===== config.mk =====
export PLATFORM = sky130hd
export DESIGN_NAME = mrfc_frame
export DESIGN_NICKNAME = d
export VERILOG_FILES = /design/src/rtl/mrfc_pkg.sv /design/src/rtl/mrfc_frame.sv
export SDC_FILE = /design/constraint.sdc
export NUM_CORES = 1
export LEC_CHECK = 0
export BUFFER_PORTS_ARGS = -buffer_cell sky130_fd_sc_hd__buf_2
export CORE_UTILIZATION = 45
export CTS_CLUSTER_SIZE = 25
export DETAILED_ROUTE_END_ITERATION = 8
export GPL_ROUTABILITY_DRIVEN = 1
export PLACE_DENSITY = 0.64
export SLEW_MARGIN = 10
export SYNTH_ARGS = -nofsm -noshare
export SYNTH_HDL_FRONTEND = slang
export SYNTH_SLANG_ARGS = --single-unit

===== constraint.sdc =====
create_clock -name clk -period 5.2 [get_ports clk]
set_input_delay 1.04 -clock clk [delete_from_list [all_inputs] [get_ports clk]]
set_output_delay 1.04 -clock clk [all_outputs]
set_load 0.1 [all_outputs]

===== src/rtl/mrfc_pkg.sv =====
`timescale 1ns / 1ps

package mrfc_pkg;

  localparam int COUNT_LIMIT_DEF = 255;

  localparam int ADDR_W = 4;
  localparam int DATA_W = 32;

  localparam logic [7:0] START_BYTE = 8'hC0;
  localparam logic [7:0] MARK_BYTE = 8'hBC;
  localparam logic [7:0] DOT_BYTE = 8'h2E;
  localparam logic [7:0] SUM_MASK = 8'h7F;
  localparam int FIELD_FIRST = 5;
  localparam int FIELD_LAST = 12;
  localparam logic [3:0] FIELD_DIGITS = 4'd7;
  localparam logic [3:0] DIGIT_CNT_MAX = 4'd15;

  localparam logic [7:0] STATION_ID_RST = 8'd1;
  localparam logic [7:0] MAX_LEN_RST = 8'd30;
  localparam logic [7:0] ECHO_LEN_RST = 8'd5;

  localparam int READING_W = 24;

  typedef enum logic [1:0] {
    REG_STATION_ID = 2'd0,
    REG_MAX_LEN    = 2'd1,
    REG_ECHO_LEN   = 2'd2
  } reg_idx_t;

  typedef enum logic [2:0] {
    ST_OK       = 3'd0,
    ST_ECHO     = 3'd1,
    ST_TOO_LONG = 3'd2,
    ST_FRAMING  = 3'd3,
    ST_CHECKSUM = 3'd4,
    ST_FORMAT   = 3'd5
  } status_t;

  typedef struct packed {
    logic [7:0] station_id;
    logic [7:0] max_reply_length;
    logic [7:0] echo_length;
  } cfg_t;

endpackage


===== src/rtl/mrfc_frame.sv =====
`timescale 1ns / 1ps

module mrfc_frame #(
  parameter int COUNT_LIMIT = mrfc_pkg::COUNT_LIMIT_DEF
) (
  input  logic                               clk,
  input  logic                               rst,
  input  logic                               accept,
  input  logic [7:0]                         rx_byte,
  input  logic                               end_of_reply,
  input  mrfc_pkg::cfg_t                     cfg,
  output mrfc_pkg::status_t                  status,
  output logic [mrfc_pkg::READING_W-1:0]     reading
);

  import mrfc_pkg::*;

  localparam int CW = $clog2(COUNT_LIMIT + 2);
  localparam int CMPW = (CW > 8) ? CW : 8;

  logic [CW-1:0]        byte_count;
  logic [7:0]           running_sum;
  logic [7:0]           previous_byte;
  logic                 header_ok;
  logic [READING_W-1:0] digit_value;
  logic [3:0]           digit_count;
  logic                 bad_char;

  logic                 header_ok_next;
  logic [READING_W-1:0] digit_value_next;
  logic [3:0]           digit_count_next;
  logic                 bad_char_next;
  logic                 in_field;
  logic                 is_digit;
  logic [CW-1:0]        len;
  logic [7:0]           crc;

  always_comb begin
    header_ok_next = header_ok;
    if (byte_count == CW'(0) && rx_byte != START_BYTE) header_ok_next = 1'b0;
    if (byte_count == CW'(1) && rx_byte != cfg.station_id) header_ok_next = 1'b0;
    if (byte_count == CW'(3) && rx_byte != MARK_BYTE) header_ok_next = 1'b0;

    in_field = (byte_count >= CW'(FIELD_FIRST)) && (byte_count <= CW'(FIELD_LAST));
    is_digit = rx_byte inside {[8'h30:8'h39]};

    digit_value_next = digit_value;
    digit_count_next = digit_count;
    bad_char_next = bad_char;
    if (in_field) begin
      if (is_digit) begin
        digit_value_next = READING_W'(digit_value * READING_W'(10))
                           + READING_W'(rx_byte[3:0]);
        if (digit_count != DIGIT_CNT_MAX) digit_count_next = digit_count + 4'd1;
      end else if (rx_byte != DOT_BYTE) begin
        bad_char_next = 1'b1;
      end
    end

    len = byte_count + CW'(1);
    crc = 8'((~running_sum & SUM_MASK) - 8'd1);

    reading = '0;
    if (byte_count >= CW'(COUNT_LIMIT)) begin
      status = ST_TOO_LONG;
    end else if (CMPW'(len) <= CMPW'(cfg.echo_length)) begin
      status = ST_ECHO;
    end else if (CMPW'(len) > CMPW'(cfg.max_reply_length)) begin
      status = ST_TOO_LONG;
    end else if (!header_ok_next || len < CW'(4) || previous_byte != MARK_BYTE) begin
      status = ST_FRAMING;
    end else if (crc != rx_byte) begin
      status = ST_CHECKSUM;
    end else if (bad_char_next || len < CW'(FIELD_LAST + 1)
                 || digit_count_next != FIELD_DIGITS) begin
      status = ST_FORMAT;
    end else begin
      status = ST_OK;
      reading = digit_value_next;
    end
  end

  always_ff @(posedge clk) begin
    if (rst) begin
      byte_count <= '0;
      running_sum <= '0;
      previous_byte <= '0;
      header_ok <= 1'b1;
      digit_value <= '0;
      digit_count <= '0;
      bad_char <= 1'b0;
    end else if (accept) begin
      if (end_of_reply) begin
        byte_count <= '0;
        running_sum <= '0;
        previous_byte <= '0;
        header_ok <= 1'b1;
        digit_value <= '0;
        digit_count <= '0;
        bad_char <= 1'b0;
      end else begin
        if (byte_count <= CW'(COUNT_LIMIT)) byte_count <= byte_count + CW'(1);
        running_sum <= running_sum + rx_byte;
        previous_byte <= rx_byte;
        header_ok <= header_ok_next;
        digit_value <= digit_value_next;
        digit_count <= digit_count_next;
        bad_char <= bad_char_next;
      end
    end
  end

  a_count_bound: assert property (@(posedge clk) disable iff (rst)
    byte_count <= CW'(COUNT_LIMIT + 1))
    else $error("byte count past saturation");

  a_clear_on_last: assert property (@(posedge clk) disable iff (rst)
    accept && end_of_reply |=> byte_count == '0 && running_sum == '0 && header_ok
                               && digit_count == '0 && !bad_char)
    else $error("frame state not cleared after last item");

  a_count_step: assert property (@(posedge clk) disable iff (rst)
    accept && !end_of_reply && byte_count <= CW'(COUNT_LIMIT)
    |=> byte_count == $past(byte_count) + CW'(1))
    else $error("byte count did not advance");

endmodule


# Word-level counts from Yosys, hierarchy flattened
# Cells that the tools add are included.
[op_classes]
add_sub_neg = 5
reduce_logical = 13
multipliers = 1
n_mux = 31
n_eq_ne = 10
order_cmp = 10
bitwise = 1
[ops]
columns = ["cell", "count"]
rows = [
  ["$mux 24", 9],
  ["$add 24x4->24", 1],
  ["$mul 24x3->23 const B", 1],
  ["$ne 8x8->1 const B", 3],
  ["$mux 3", 6],
  ["$mux 9", 2],
  ["$mux 4", 4],
  ["$mux 8", 2],
  ["$ne 8x8->1", 2],
  ["$add 9x1->9 const B", 1],
  ["$eq 9x1->1 const B", 1],
  ["$eq 9x2->1 const B", 1],
  ["$ge 9x3->1 const B", 1],
  ["$ge 9x8->1 const B", 1],
  ["$gt 9x8->1", 1],
  ["$le 9x4->1 const B", 1],
  ["$le 9x8->1", 1],
  ["$le 9x8->1 const B", 1],
  ["$logic_not 9->1", 1],
  ["$lt 9x3->1 const B", 1],
  ["$lt 9x4->1 const B", 1],
  ["$add 8x8->8", 1],
  ["$ge 8x6->1 const B", 1],
  ["$le 8x6->1 const B", 1],
  ["12 further kinds", 26],
]
[totals]
out_inout_bits = 27
register_bits = 55
inputBits = 36
word_cells = 78

# Longest topological paths before layout
# Gate-level depths: netlist (run 1).
[depth]
word_depth = 12
ltp_mapped = 15
depth_no_buf = 12

# Worst setup path after synthesis (run 1)
# OpenSTA, ideal clock, no wires.
[synth_timing]
path_kind = "register -> output"
startpoint = "reg digit_value[1]"
endpoint = "out reading[22] in the netlist's numbering"
path_buffers = 0
required_ps = 4160
stages_incl_launch_ff = 13
t_arrival_ps = 5592
path_slack_ps = -1432
cell_sequence = "dfxtp_1 ha_1 ha_1 fa_1 a21o_1 a311oi_1 nor3_1 o21ai_0 or4b_4 or4_4 nor3_1 xnor2_1 a211oi_1"
[synth_via]
elab_chain_len = 10
[synth_rtl]
columns = ["element", "line", "rtl"]
rows = [
  ["start: declaration", "mrfc_frame.sv:25", "logic [READING_W-1:0] digit_value;"],
  ["start signal: assignment", "mrfc_frame.sv:106", "digit_value <= digit_value_next;"],
  ["$mul 24x3->23", "mrfc_frame.sv:52", "digit_value_next = READING_W'(digit_value * READING_W'(10))"],
  ["$add 24x4->24", "mrfc_frame.sv:53", "+ READING_W'(rx_byte[3:0]);"],
  ["$mux 24", "mrfc_frame.sv:51", "if (is_digit) begin"],
  ["$mux 24", "mrfc_frame.sv:50", "if (in_field) begin"],
  ["$mux 24", "mrfc_frame.sv:74", "end else if (bad_char_next || len < CW'(FIELD_LAST + 1)"],
  ["$mux 24", "mrfc_frame.sv:72", "end else if (crc != rx_byte) begin"],
  ["$mux 24", "mrfc_frame.sv:70", "end else if (!header_ok_next || len < CW'(4) || previous_byte != MARK_BYTE) begin"],
  ["$mux 24", "mrfc_frame.sv:68", "end else if (CMPW'(len) > CMPW'(cfg.max_reply_length)) begin"],
  ["$mux 24", "mrfc_frame.sv:66", "end else if (CMPW'(len) <= CMPW'(cfg.echo_length)) begin"],
  ["$mux 24", "mrfc_frame.sv:64", "if (byte_count >= CW'(COUNT_LIMIT)) begin"],
  ["end: declaration", "mrfc_frame.sv:13", "output logic [mrfc_pkg::READING_W-1:0] reading"],
]
# No other way between the ends.

# Worst setup path after layout (run 1)
[layout_timing]
startpoint = "reg digit_value[1]"
endpoint = "out reading[23] in the netlist's numbering"
# The elaborated chain is that of the path after synthesis.

==> results of run 1 <==
## final timing paths
kind               startpoint               end  slack [ns]  depth (start not counted)
max reg2reg    digit_value[1]   digit_value[23]        1.49                         13
max            digit_value[1]       reading[23]        0.05                         13
min reg2reg  previous_byte[3]  previous_byte[3]        0.48                          2
min          previous_byte[3]  previous_byte[3]        0.48                          2
## state kept, by name, indices dropped and copies added, names as in the netlist
| signal | count |
|---|---|
| digit_count | 4 |
| bad_char | 1 |
| previous_byte | 8 |
| digit_value | 24 |
| running_sum | 7 |
| byte_count | 9 |
| header_ok | 1 |
## metal layers
layer | track usage [%] | vias up | share of wire [%]
met4 | 5.61 | 0 | 1.4
met1 | 32.7 | 2686 | 46
met3 | 1.75 | 21 | 4.1
met2 | 44.1 | 166 | 49
met5 | 0 | - | 0
li1 | - | 2752 | -
## final cells by class
cell class / instances / area (um2)
clock buffers: 5 / 125
fillers: 1054 / 5000
clock inverters: 3 / 25.0
multi-input cells: 614 / 4680
repair buffers: 79 / 798
flip-flops and latches: 54 / 1100
well taps: 168 / 210
inverters: 31 / 116
## timing repair
action                     in CTS  in global routing
setup endpoints to repair       2                 24
buffers inserted                8                  3
pin swaps                      13                 12
resized for setup              21                 30
## kinds of logic (layout without fill, tap and decap cells)
logic type / count (synthesis) / in the layout / share of synthesized area [%]
buf+inv: 71 / 118 / 4.96
flops: 54 / 54 / 19.3
mux: 4 / 4 / 0.716
compound gates: 203 / 203 / 24.6
fa+ha+maj: 74 / 74 / 16.9
xor+xnor: 61 / 61 / 9.55
simple gates: 272 / 272 / 23.9
## critical path, cell delays in order (launching register included)
cell	delay, ns
dfxtp_4	0.36
ha_4	0.24
ha_4	0.16
fa_2	0.34
a21o_1	0.22
a311oi_2	0.33
nor3_2	0.10
o21ai_1	0.13
or4b_4	0.48
or4_4	0.59
a2111oi_4	0.26
xnor2_2	0.13
a211oi_4	0.25
buf_12	0.21
## metrics by stage
stage	setup slack (ns)	setup TNS (ns)
after global routing	-0.103	-0.284
after CTS	-0.0851	-0.0851
final	0.0543	0
after global placement	0.284	0
after detailed placement	0.216	0
after floorplan	-0.577	-5.41
## power breakdown
group	switching (mW)	total, mW	internal (mW)	leakage (nW)
Sequential	0.00838	0.427	0.418	0.443
Clock	0.177	0.359	0.182	0.0704
Combinational	0.0741	0.124	0.0496	2.32
## layout by cell type (no fill, tap or decap), drive strengths merged, types with 3 or more instances in the layout
master and count:
a22o 3, xnor2 42, and3 8, nor4 5, o21ai 39, nor2 92, nor3 18, a2111oi 3
o211ai 8, nand2b 8, nor2b 10, nand4 9, a211oi 19, clkbuf 5, and2 8, nand4b 4
nand2 61, a21o 15, or3 4, a21oi 54, xor2 19, a211o 3, o22ai 5, o21a 4
ha 70, dfxtp 54, nand3 21, o31ai 3, or2 3, or4b 3, fa 3, a31oi 5
nor3b 3, buf 79, mux2i 4, a22oi 16, nand3b 7, inv 32
==> summary.txt, run 1 <==
Global route
  – Vias in the first global route: 5,514
  – Largest net degree at the start of global routing: 46
  – Antenna violations before repair: 0
  – First-pass GRT wire length: ~26,000 um
  – Total grt overflow: 0
  – All-Layer GR Usage: between 20% and 30%

Placement
  – HPWL after detailed placement: ~12,000 um
  – GPL Wtd Cong: slightly below 0.9
  – Placed Area: ~6500 um2
  – IO buf count: 62
  – Inst Count DP: around 940

Critical path
  – CP required: 4.16 ns
  – Setup Crit Path Kind: register to primary output
  – Worst setup EP type: primary output
  – Crit start category: register
  – Worst Path Max Fanout: 3
  – CP arrival: between 4 and 5 ns

CTS
  – CTS Hold Buffers Added: 0
  – CTS buffer count: 5
  – Clock transition at the registers of the reported paths: roughly 0.080 ns
  – Clk Tree Root Cell: clkbuf_16
  – H-tree depth: 2
  – Clock Latency Late Sink: approximately 0.30 ns
  – CTS max path bufs: 2
  – Total clock sinks: 54
  – CTS tree: built

Die
  – Core area: around 12,000 um2
  – Die Span Y: between 100 and 150 um
  – Die area: 12,900 um2
  – Die width: approximately 110 um
  – Site row count: 40
  – Initial core utilization: between 40% and 50%
  – I/O Pins: 63

Flow run
  – Number of max-cap violations: 0

Power
  – PD cells: approximately 130 nW/um2
  – IR drop worst, VDD: around 160 uV
  – Static leakage: 2.83 nW
  – Total design power: 909 uW

Synth
  – Syn nets: between 800 and 900
  – Mapped Cells: roughly 740
  – Sequential area share after synthesis: 19.3%
  – Share of the synthesized area in the top cell type: between 10% and 20%
  – Main area contributors after synthesis: dfxtp_1, ha_1, xnor2_1
  – Yosys reg bits: 54
  – YS warnings: 0
  – Synth area leader: dfxtp_1
  – Cell Area, Synth: ~5600 um2
  – Top-count cell post-synth: nor2_1
  – Most used DFF post-synth: dfxtp_1
  – Post-synth cell types: slightly above 70
  – Avg Cell Area, Syn: ~7.6 um2
  – Fraction of registers with async set/reset: 0%
  – EDFF count, synth: 0
  – Post-synth top cells: nor2_1, ha_1, nand2_1

Final layout
  – Share of cells above drive strength 1: just over 20%
  – # diodes: 0
  – Utilization after layout: 58.5%
  – Fin nets: around 890
  – Area growth syn-to-layout: 26.1%
  – Final Cell Area: just over 7000 um2
  – Layout Cells excl Fill: about 950

Route
  – WL/cell: around 17 um
  – ANT nets after route: 0
  – Drt first pass iters: 5
  – Initial drt markers: about 380
  – Drt via density: approximately 5.9
  – Drt drc: 0
  – Vias: roughly 5,600
  – Overall routed net length: approximately 16,000 um

Timing
  – Min Tclk post-route: 5.15 ns
  – Slew @ Worst Pin: roughly 0.91 ns
  – Fmax achieved: 0.194 GHz
  – Slew Limit Fails: 0
  – Slew HR: between 30 and 40%
  – Post-Route Skew: 0.00762 ns
  – Final hold violations: 0
  – RSZ-0062 raised after global routing: yes
  – Final setup fails: 0
  – Crit share post-route: a little over nine tenths
  – Hold_ws: roughly 0.48 ns

Outcome
  – Status: finished, final reports clean

Min path
  – Worst Hold Class: register to register
(Power assumes the default switching activity.)
==> run 2: changes to the inputs <==
--- a/config.mk
+++ b/config.mk
@@ -5,12 +5,12 @@
 export SDC_FILE = /design/constraint.sdc
 export NUM_CORES = 1
 export LEC_CHECK = 0
-export BUFFER_PORTS_ARGS = -buffer_cell sky130_fd_sc_hd__buf_2
 export CORE_UTILIZATION = 45
 export CTS_CLUSTER_SIZE = 25
 export DETAILED_ROUTE_END_ITERATION = 8
+export DONT_BUFFER_PORTS = 1
 export GPL_ROUTABILITY_DRIVEN = 1
-export PLACE_DENSITY = 0.64
+export PLACE_DENSITY = 0.6
 export SLEW_MARGIN = 10
 export SYNTH_ARGS = -nofsm -noshare
 export SYNTH_HDL_FRONTEND = slang
==> constraint.sdc (replaced) <==
create_clock -name clk -period 5.2 [get_ports clk]
set_input_delay 1.04 -clock clk [delete_from_list [all_inputs] [get_ports clk]]
set_output_delay 1.04 -clock clk [all_outputs]
set_load 0.02 [all_outputs]
==> run 2 against run 1 <==
Net effect: cell count is 4.6% lower; critical path depth is 1 lower; maximum frequency is 2.0% higher; die area stayed put; hold slack worse by 0.013 ns; first-iteration DRC count is 1.1% higher; power is 1.2% lower; wire length is 5.6% lower; global-route usage is 1.4 points lower; sequential share of layout area is 1.8 points higher; flip-flop and latch count stayed put; worst setup slack better by 0.099 ns.
==> summary.txt, run 2 (same netlist as run 1, synthesis figures left out) <==
Outcome
  – Status: finished, final reports clean (unchanged)

Global route
  – Antenna violations before repair: 0 (unchanged)
  – Total grt overflow: 0 (unchanged)
  – First-pass GRT wire length: 24,700 um (was 26,200 um)
  – All-Layer GR Usage: 23.4% (was 24.8%)
  – Vias in the first global route: 5,171 (was 5,514)
  – Largest net degree at the start of global routing: 46 (unchanged)

Critical path
  – Worst Path Max Fanout: 7 (was 3)
  – R2R setup slack: 1.59 ns (was 1.49 ns)
  – Setup Crit Path Kind: register to primary output (unchanged)
  – Crit start category: register (unchanged)
  – Worst setup EP type: primary output (unchanged)
  – CP required: 4.16 ns (about the same)
  – CP arrival: 4.01 ns (was 4.11 ns)

Power
  – Static leakage: 2.57 nW (was 2.83 nW)
  – Share of total power in the clock network: 42.5% (was 39.5%)
  – Combinational Power Share: 9.9% (was 13.6%)
  – Sw frac: 23.3% (was 28.5%)
  – Part of the power in registers: 47.6% (was 46.9%)
  – Net switching power figure: 210 uW (was 259 uW)
  – IR drop worst, VDD: 137 uV (was 157 uV)
  – Internal Power: 689 uW (was 650 uW)
  – PD cells: 143 nW/um2 (was 129 nW/um2)

Route
  – Overall routed net length: 15,000 um (was 15,900 um)
  – Drt first pass iters: 5 (unchanged)
  – WL/cell: 16.5 um (was 16.7 um)
  – Drt drc: 0 (unchanged)
  – ANT nets after route: 0 (unchanged)
  – Drt via density: 5.92 (was 5.90)
  – Initial drt markers: 383 (was 379)
  – Vias: 5,383 (was 5,625)

Die
  – I/O Pins: 63 (unchanged)
  – Die area: 12,900 um2 (unchanged)
  – Site row count: 40 (unchanged)
  – Die Span Y: 114 um (unchanged)
  – Core area: 12,100 um2 (unchanged)
  – Initial core utilization: 46.4% (unchanged)
  – Die width: 114 um (unchanged)

Placement
  – HPWL after detailed placement: 11,400 um (was 11,700 um)
  – IO buf count: 0 (was 62)
  – Inst Count DP: 899 (was 935)
  – GPL Wtd Cong: 0.894 (was 0.875)
  – Placed Area: 5890 um2 (was 6550 um2)

Final layout
  – Area growth syn-to-layout: 12.7% (was 26.1%)
  – Most flop-heavy register: digit_value (unchanged)
  – Max FFs per register: 24 (unchanged)
  – Fin nets: 850 (was 894)
  – # diodes: 0 (unchanged)
  – Share of cells above drive strength 1: 13.2% (was 20.7%)
  – Layout Cells excl Fill: 910 (was 954)
  – Commonest non-fill, non-tap cell in the layout: nor2_1 (unchanged)
  – Final Cell Area: 6300 um2 (was 7060 um2)
  – Biggest regs: digit_value x24, byte_count x9, previous_byte x8 (unchanged)
  – Highest-count cells in the layout ignoring fill and taps: nor2_1, nand2_1, ha_1, a21oi_1, dfxtp_1 (unchanged)

Flow run
  – Number of max-cap violations: 0 (unchanged)

CTS
  – CTS max path bufs: 2 (unchanged)
  – CTS buffer count: 5 (unchanged)
  – H-tree depth: 2 (unchanged)
  – Clk Tree Root Cell: clkbuf_16 (unchanged)
  – CTS tree: built (unchanged)
  – Total clock sinks: 54 (unchanged)
  – Clock transition at the registers of the reported paths: 0.07 ns (was 0.08 ns)
  – Clock Latency Late Sink: 0.29 ns (was 0.30 ns)

Timing
  – Slew @ Worst Pin: 0.862 ns (was 0.909 ns)
  – RSZ-0062 raised after global routing: yes (unchanged)
  – TNS Setup: 0 ns (unchanged)
  – Slew Limit Fails: 0 (unchanged)
  – Final hold violations: 0 (unchanged)
  – Min Tclk post-route: 5.05 ns (was 5.15 ns)
  – Crit share post-route: 97.0% (was 99.0%)
  – Slew HR: 42.3% (was 39.4%)
  – Final setup fails: 0 (unchanged)
  – Fmax achieved: 0.198 GHz (was 0.194 GHz)
  – Post-Route Skew: 0.00822 ns (was 0.00762 ns)

Min path
  – Worst Hold Class: register to register (unchanged)
## run 2: cell types whose count changed in the layout (fill, tap and decap cells not counted), sizes merged
cell / delta
inv: -1
bufinv: +1
buf: -44
clkbuf: +2
clkinv: -1
clkinvlp: -1
## run 2: critical path, cell delays in order, from the launching register on
cell and delay (ns):
dfxtp_2 0.35, ha_1 0.30, ha_2 0.34, a21oi_2 0.18
o21ai_1 0.14, a22o_1 0.25, a211o_1 0.32, or4b_4 0.52
or4_4 0.58, a2111oi_4 0.26, xnor2_2 0.12, a211oi_2 0.19
buf_4 0.17
## run 2: through the flow
| stage | hold slack [ns] | setup slack (ns) | total power, mW | util, % |
|---|---|---|---|---|
| after detailed placement | 0.450 | 0.0748 | 0.527 | 48.8 |
| after global routing | 0.492 | -0.00744 | 0.934 | 52.3 |
| final | 0.463 | 0.153 | 0.899 | 52.3 |
| after floorplan | 0.430 | 0.263 | 0.520 | - |
| after global placement | 0.446 | 0.125 | 0.522 | 48.8 |
| after CTS | 0.461 | 0.000882 | 0.905 | 51.0 |
## run 2: final cells by class
cell class / instances / area, um2
multi-input combinational: 614 / 4450
tap: 168 / 210
clock buffer: 7 / 133
clock inverter: 1 / 30.0
inverter: 31 / 116
sequential: 54 / 1100
fill: 1160 / 5760
timing repair buffer: 35 / 263
## run 2: final timing paths
check                  startpoint              end  depth (start not counted)
setup / recovery  digit_value[11]      reading[23]                         12
hold / removal    digit_value[23]  digit_value[23]                          2
setup reg to reg  digit_value[11]  digit_value[23]                         11
hold reg to reg   digit_value[23]  digit_value[23]                          2
## run 2: per-layer routing
metal / GRT usage (%) / wire length, um
met1: 30.6 / 6950
met2: 40.7 / 7170
met3: 2.18 / 600
met4: 7.37 / 283
met5: 0 / 0
## run 2: repair_timing
action                                  4_1_cts  5_1_grt
buffers inserted                              1        2
hold buffers                                  0        0
gates resized for setup                      19       31
pin swaps                                     4       14
endpoints found under the setup margin        2        3
## run 2: power by group through the flow
stage | clock network (mW) | logic, mW | registers (mW)
6_report | 0.382 | 0.0888 | 0.428
5_1_grt | 0.402 | 0.103 | 0.429
4_1_cts | 0.387 | 0.0894 | 0.428
3_5_place_dp | 0 | 0.0889 | 0.438
3_3_place_gp | 0 | 0.0848 | 0.437
2_1_floorplan | 0 | 0.0856 | 0.434
==> run 3: changes to the inputs <==
--- a/config.mk
+++ b/config.mk
@@ -5,6 +5,7 @@
 export SDC_FILE = /design/constraint.sdc
 export NUM_CORES = 1
 export LEC_CHECK = 0
+export CAP_MARGIN = 30
 export CORE_UTILIZATION = 45
 export CTS_CLUSTER_SIZE = 25
 export DETAILED_ROUTE_END_ITERATION = 8
==> constraint.sdc (replaced) <==
create_clock -name clk -period 5.4 [get_ports clk]
set_input_delay 1.08 -clock clk [delete_from_list [all_inputs] [get_ports clk]]
set_output_delay 1.08 -clock clk [all_outputs]
set_load 0.02 [all_outputs]
==> run 3 against run 2 <==
Net effect: wire length is essentially flat; die area did not move; first-iteration DRC count shrank 18%; clock skew down 0.0054 ns; cell count fell by 0.33%; power shrank 4.6%; via count down 0.22%; combinational power shrank 2%; non-clock buffer count down 3; count of clock-buffer cells in the layout is the same; register-to-register slack better by 0.02 ns; sequential power shrank 4%; critical path type unchanged; largest cell class unchanged; largest power group unchanged; highest routed layer unchanged.
==> summary.txt, run 3 (same netlist as run 1, synthesis figures left out) <==
Die
  – Die width: 114 um (unchanged)
  – I/O Pins: 63 (unchanged)
  – Die Span Y: 114 um (unchanged)
  – Site row count: 40 (unchanged)
  – Initial core utilization: 46.4% (unchanged)
  – Die area: 12,900 um2 (unchanged)
  – Core area: 12,100 um2 (unchanged)

Timing
  – Min Tclk post-route: around 5.3 ns
  – Slew Limit Fails: 0 (unchanged)
  – Crit share post-route: between 90% and 100%
  – Hold_ws: 0.466 ns (was 0.463 ns)
  – Slew HR: 43.6% (was 42.3%)
  – Fmax achieved: approximately 0.19 GHz
  – Post-Route Skew: 0.00281 ns (was 0.00822 ns)
  – Final setup margin: 0.131 ns (was 0.153 ns)
  – Final hold violations: 0 (unchanged)
  – Slew @ Worst Pin: 0.843 ns (was 0.862 ns)
  – TNS Setup: 0 ns (unchanged)
  – Final setup fails: 0 (unchanged)
  – RSZ-0062 raised after global routing: yes (unchanged)

Critical path
  – Critical R2R Launch: digit_value[1] (was digit_value[11])
  – CP startpoint: digit_value[1] (was digit_value[11])
  – Setup Crit Path Kind: register to primary output (unchanged)
  – Worst setup EP type: primary output (unchanged)
  – CP required: 4.32 ns (was 4.16 ns)
  – Worst Setup EP: reading[23] (unchanged)
  – Worst Path Max Fanout: 4 (was 7)
  – R2r endpoint: digit_value[23] (unchanged)
  – R2R setup slack: 1.61 ns (was 1.59 ns)
  – Crit start category: register (unchanged)
  – FF-to-FF path depth: 12 (was 11)
  – CP arrival: 4.19 ns (was 4.01 ns)

Global route
  – Total grt overflow: 0 (unchanged)
  – Largest net degree at the start of global routing: 46 (unchanged)
  – All-Layer GR Usage: 23.4% (about the same)
  – Vias in the first global route: 5,060 (was 5,171)
  – Antenna violations before repair: 0 (unchanged)
  – First-pass GRT wire length: 24,500 um (was 24,700 um)

Min path
  – Worst Hold Class: register to register (unchanged)

CTS
  – CTS Hold Buffers Added: 0 (unchanged)
  – Total clock sinks: 54 (unchanged)
  – CTS buffer count: 5 (unchanged)
  – CTS max path bufs: 2 (unchanged)
  – Clk Tree Root Cell: clkbuf_16 (unchanged)
  – H-tree depth: 2 (unchanged)
  – CTS tree: built (unchanged)
  – Clock Latency Late Sink: 0.30 ns (was 0.29 ns)
  – Clock transition at the registers of the reported paths: 0.07 ns (about the same)

Final layout
  – # diodes: 0 (unchanged)
  – # fillers: 1,146 (was 1,160)
  – Area growth syn-to-layout: 11.1% (was 12.7%)
  – Utilization after layout: 51.6% (was 52.3%)
  – Biggest regs: digit_value x24, byte_count x9, previous_byte x8 (unchanged)
  – Highest-count cells in the layout ignoring fill and taps: nor2_1, nand2_1, ha_1, a21oi_1, dfxtp_1 (unchanged)
  – Commonest non-fill, non-tap cell in the layout: nor2_1 (unchanged)
  – Share of cells above drive strength 1: 11.4% (was 13.2%)
  – Most flop-heavy register: digit_value (unchanged)
  – Max FFs per register: 24 (unchanged)
  – Fin nets: 847 (was 850)

Placement
  – HPWL after detailed placement: 11,300 um (was 11,400 um)
  – Worst slack, placed: 0.133 ns (was 0.0748 ns)
  – GPL Wtd Cong: 0.869 (was 0.894)
  – IO buf count: 0 (unchanged)

Power
  – PD cells: 138 nW/um2 (was 143 nW/um2)
  – IR drop worst, VDD: 113 uV (was 137 uV)
  – Static leakage: 2.57 nW (about the same)

Route
  – Initial drt markers: 314 (was 383)
  – ANT nets after route: 0 (unchanged)
  – Vias: 5,371 (was 5,383)
  – WL/cell: 16.5 um (about the same)
  – Drt drc: 0 (unchanged)
  – Overall routed net length: 15,000 um (about the same)
  – Drt via density: 5.92 (about the same)
  – Drt first pass iters: 4 (was 5)

Outcome
  – Status: finished, final reports clean (unchanged)

Flow run
  – Number of max-cap violations: 0 (unchanged)
## run 3: report_power, final
part	internal, mW	switching [mW]
Sequential	0.404	0.00816
Combinational	0.0400	0.0469
Clock	0.199	0.160
## run 3: metrics by stage
stage / instances / area [um2] / total power [mW]
finish: 907 / 6220 / 0.858
CTS: 902 / 6030 / 0.863
global route: 907 / 6220 / 0.897
detailed placement: 894 / 5850 / 0.508
floorplan: 739 / 5600 / 0.501
global placement: 894 / 5850 / 0.503
## run 3: what timing repair did
item,4_1_cts,5_1_grt
gates resized for setup,4,32
endpoints found under the setup margin,2,3
pin swaps,2,14
buffers inserted,0,5
gates cloned,0,0
hold endpoints to repair,0,0
## run 3: critical path, stage by stage, from the launching register on
cell and delay, ns:
dfxtp_4 0.37, ha_4 0.24, ha_4 0.17, fa_2 0.37, a21o_1 0.23, a311oi_2 0.36
nor3_2 0.12, o21ai_1 0.13, or4b_4 0.49, or4_4 0.57, a2111oi_4 0.36, xnor2_2 0.13
a211oi_2 0.18, buf_4 0.17
## run 3: cell type report
type | count | area [um2] | share of cell area [%]
multi-input combinational | 614 | 4400 | 70.7
sequential | 54 | 1090 | 17.6
timing repair buffer | 32 | 240 | 3.86
tap | 168 | 210 | 3.38
clock buffer | 7 | 153 | 2.45
inverter | 31 | 116 | 1.87
clock inverter | 1 | 8.76 | 0.141
## run 3: worst min path at each step
| stage | startpoint | to | cells after the start |
|---|---|---|---|
| 2_1_floorplan | digit_value[23] | digit_value[23] | 2 |
| 3_3_place_gp | digit_value[23] | digit_value[23] | 2 |
| 3_5_place_dp | digit_value[23] | digit_value[23] | 2 |
| 4_1_cts | digit_value[23] | digit_value[23] | 2 |
| 5_1_grt | previous_byte[3] | previous_byte[3] | 2 |
| 6_report | previous_byte[3] | previous_byte[3] | 2 |
## run 3: layer usage
| metal | GRT usage [%] | part of all wire [%] | wire, um |
|---|---|---|---|
| met1 | 30.5 | 47 | 6990 |
| met2 | 40.1 | 48 | 7150 |
| met3 | 2.66 | 3.8 | 567 |
| met4 | 7.72 | 1.9 | 279 |
| met5 | 0 | 0 | 0 |
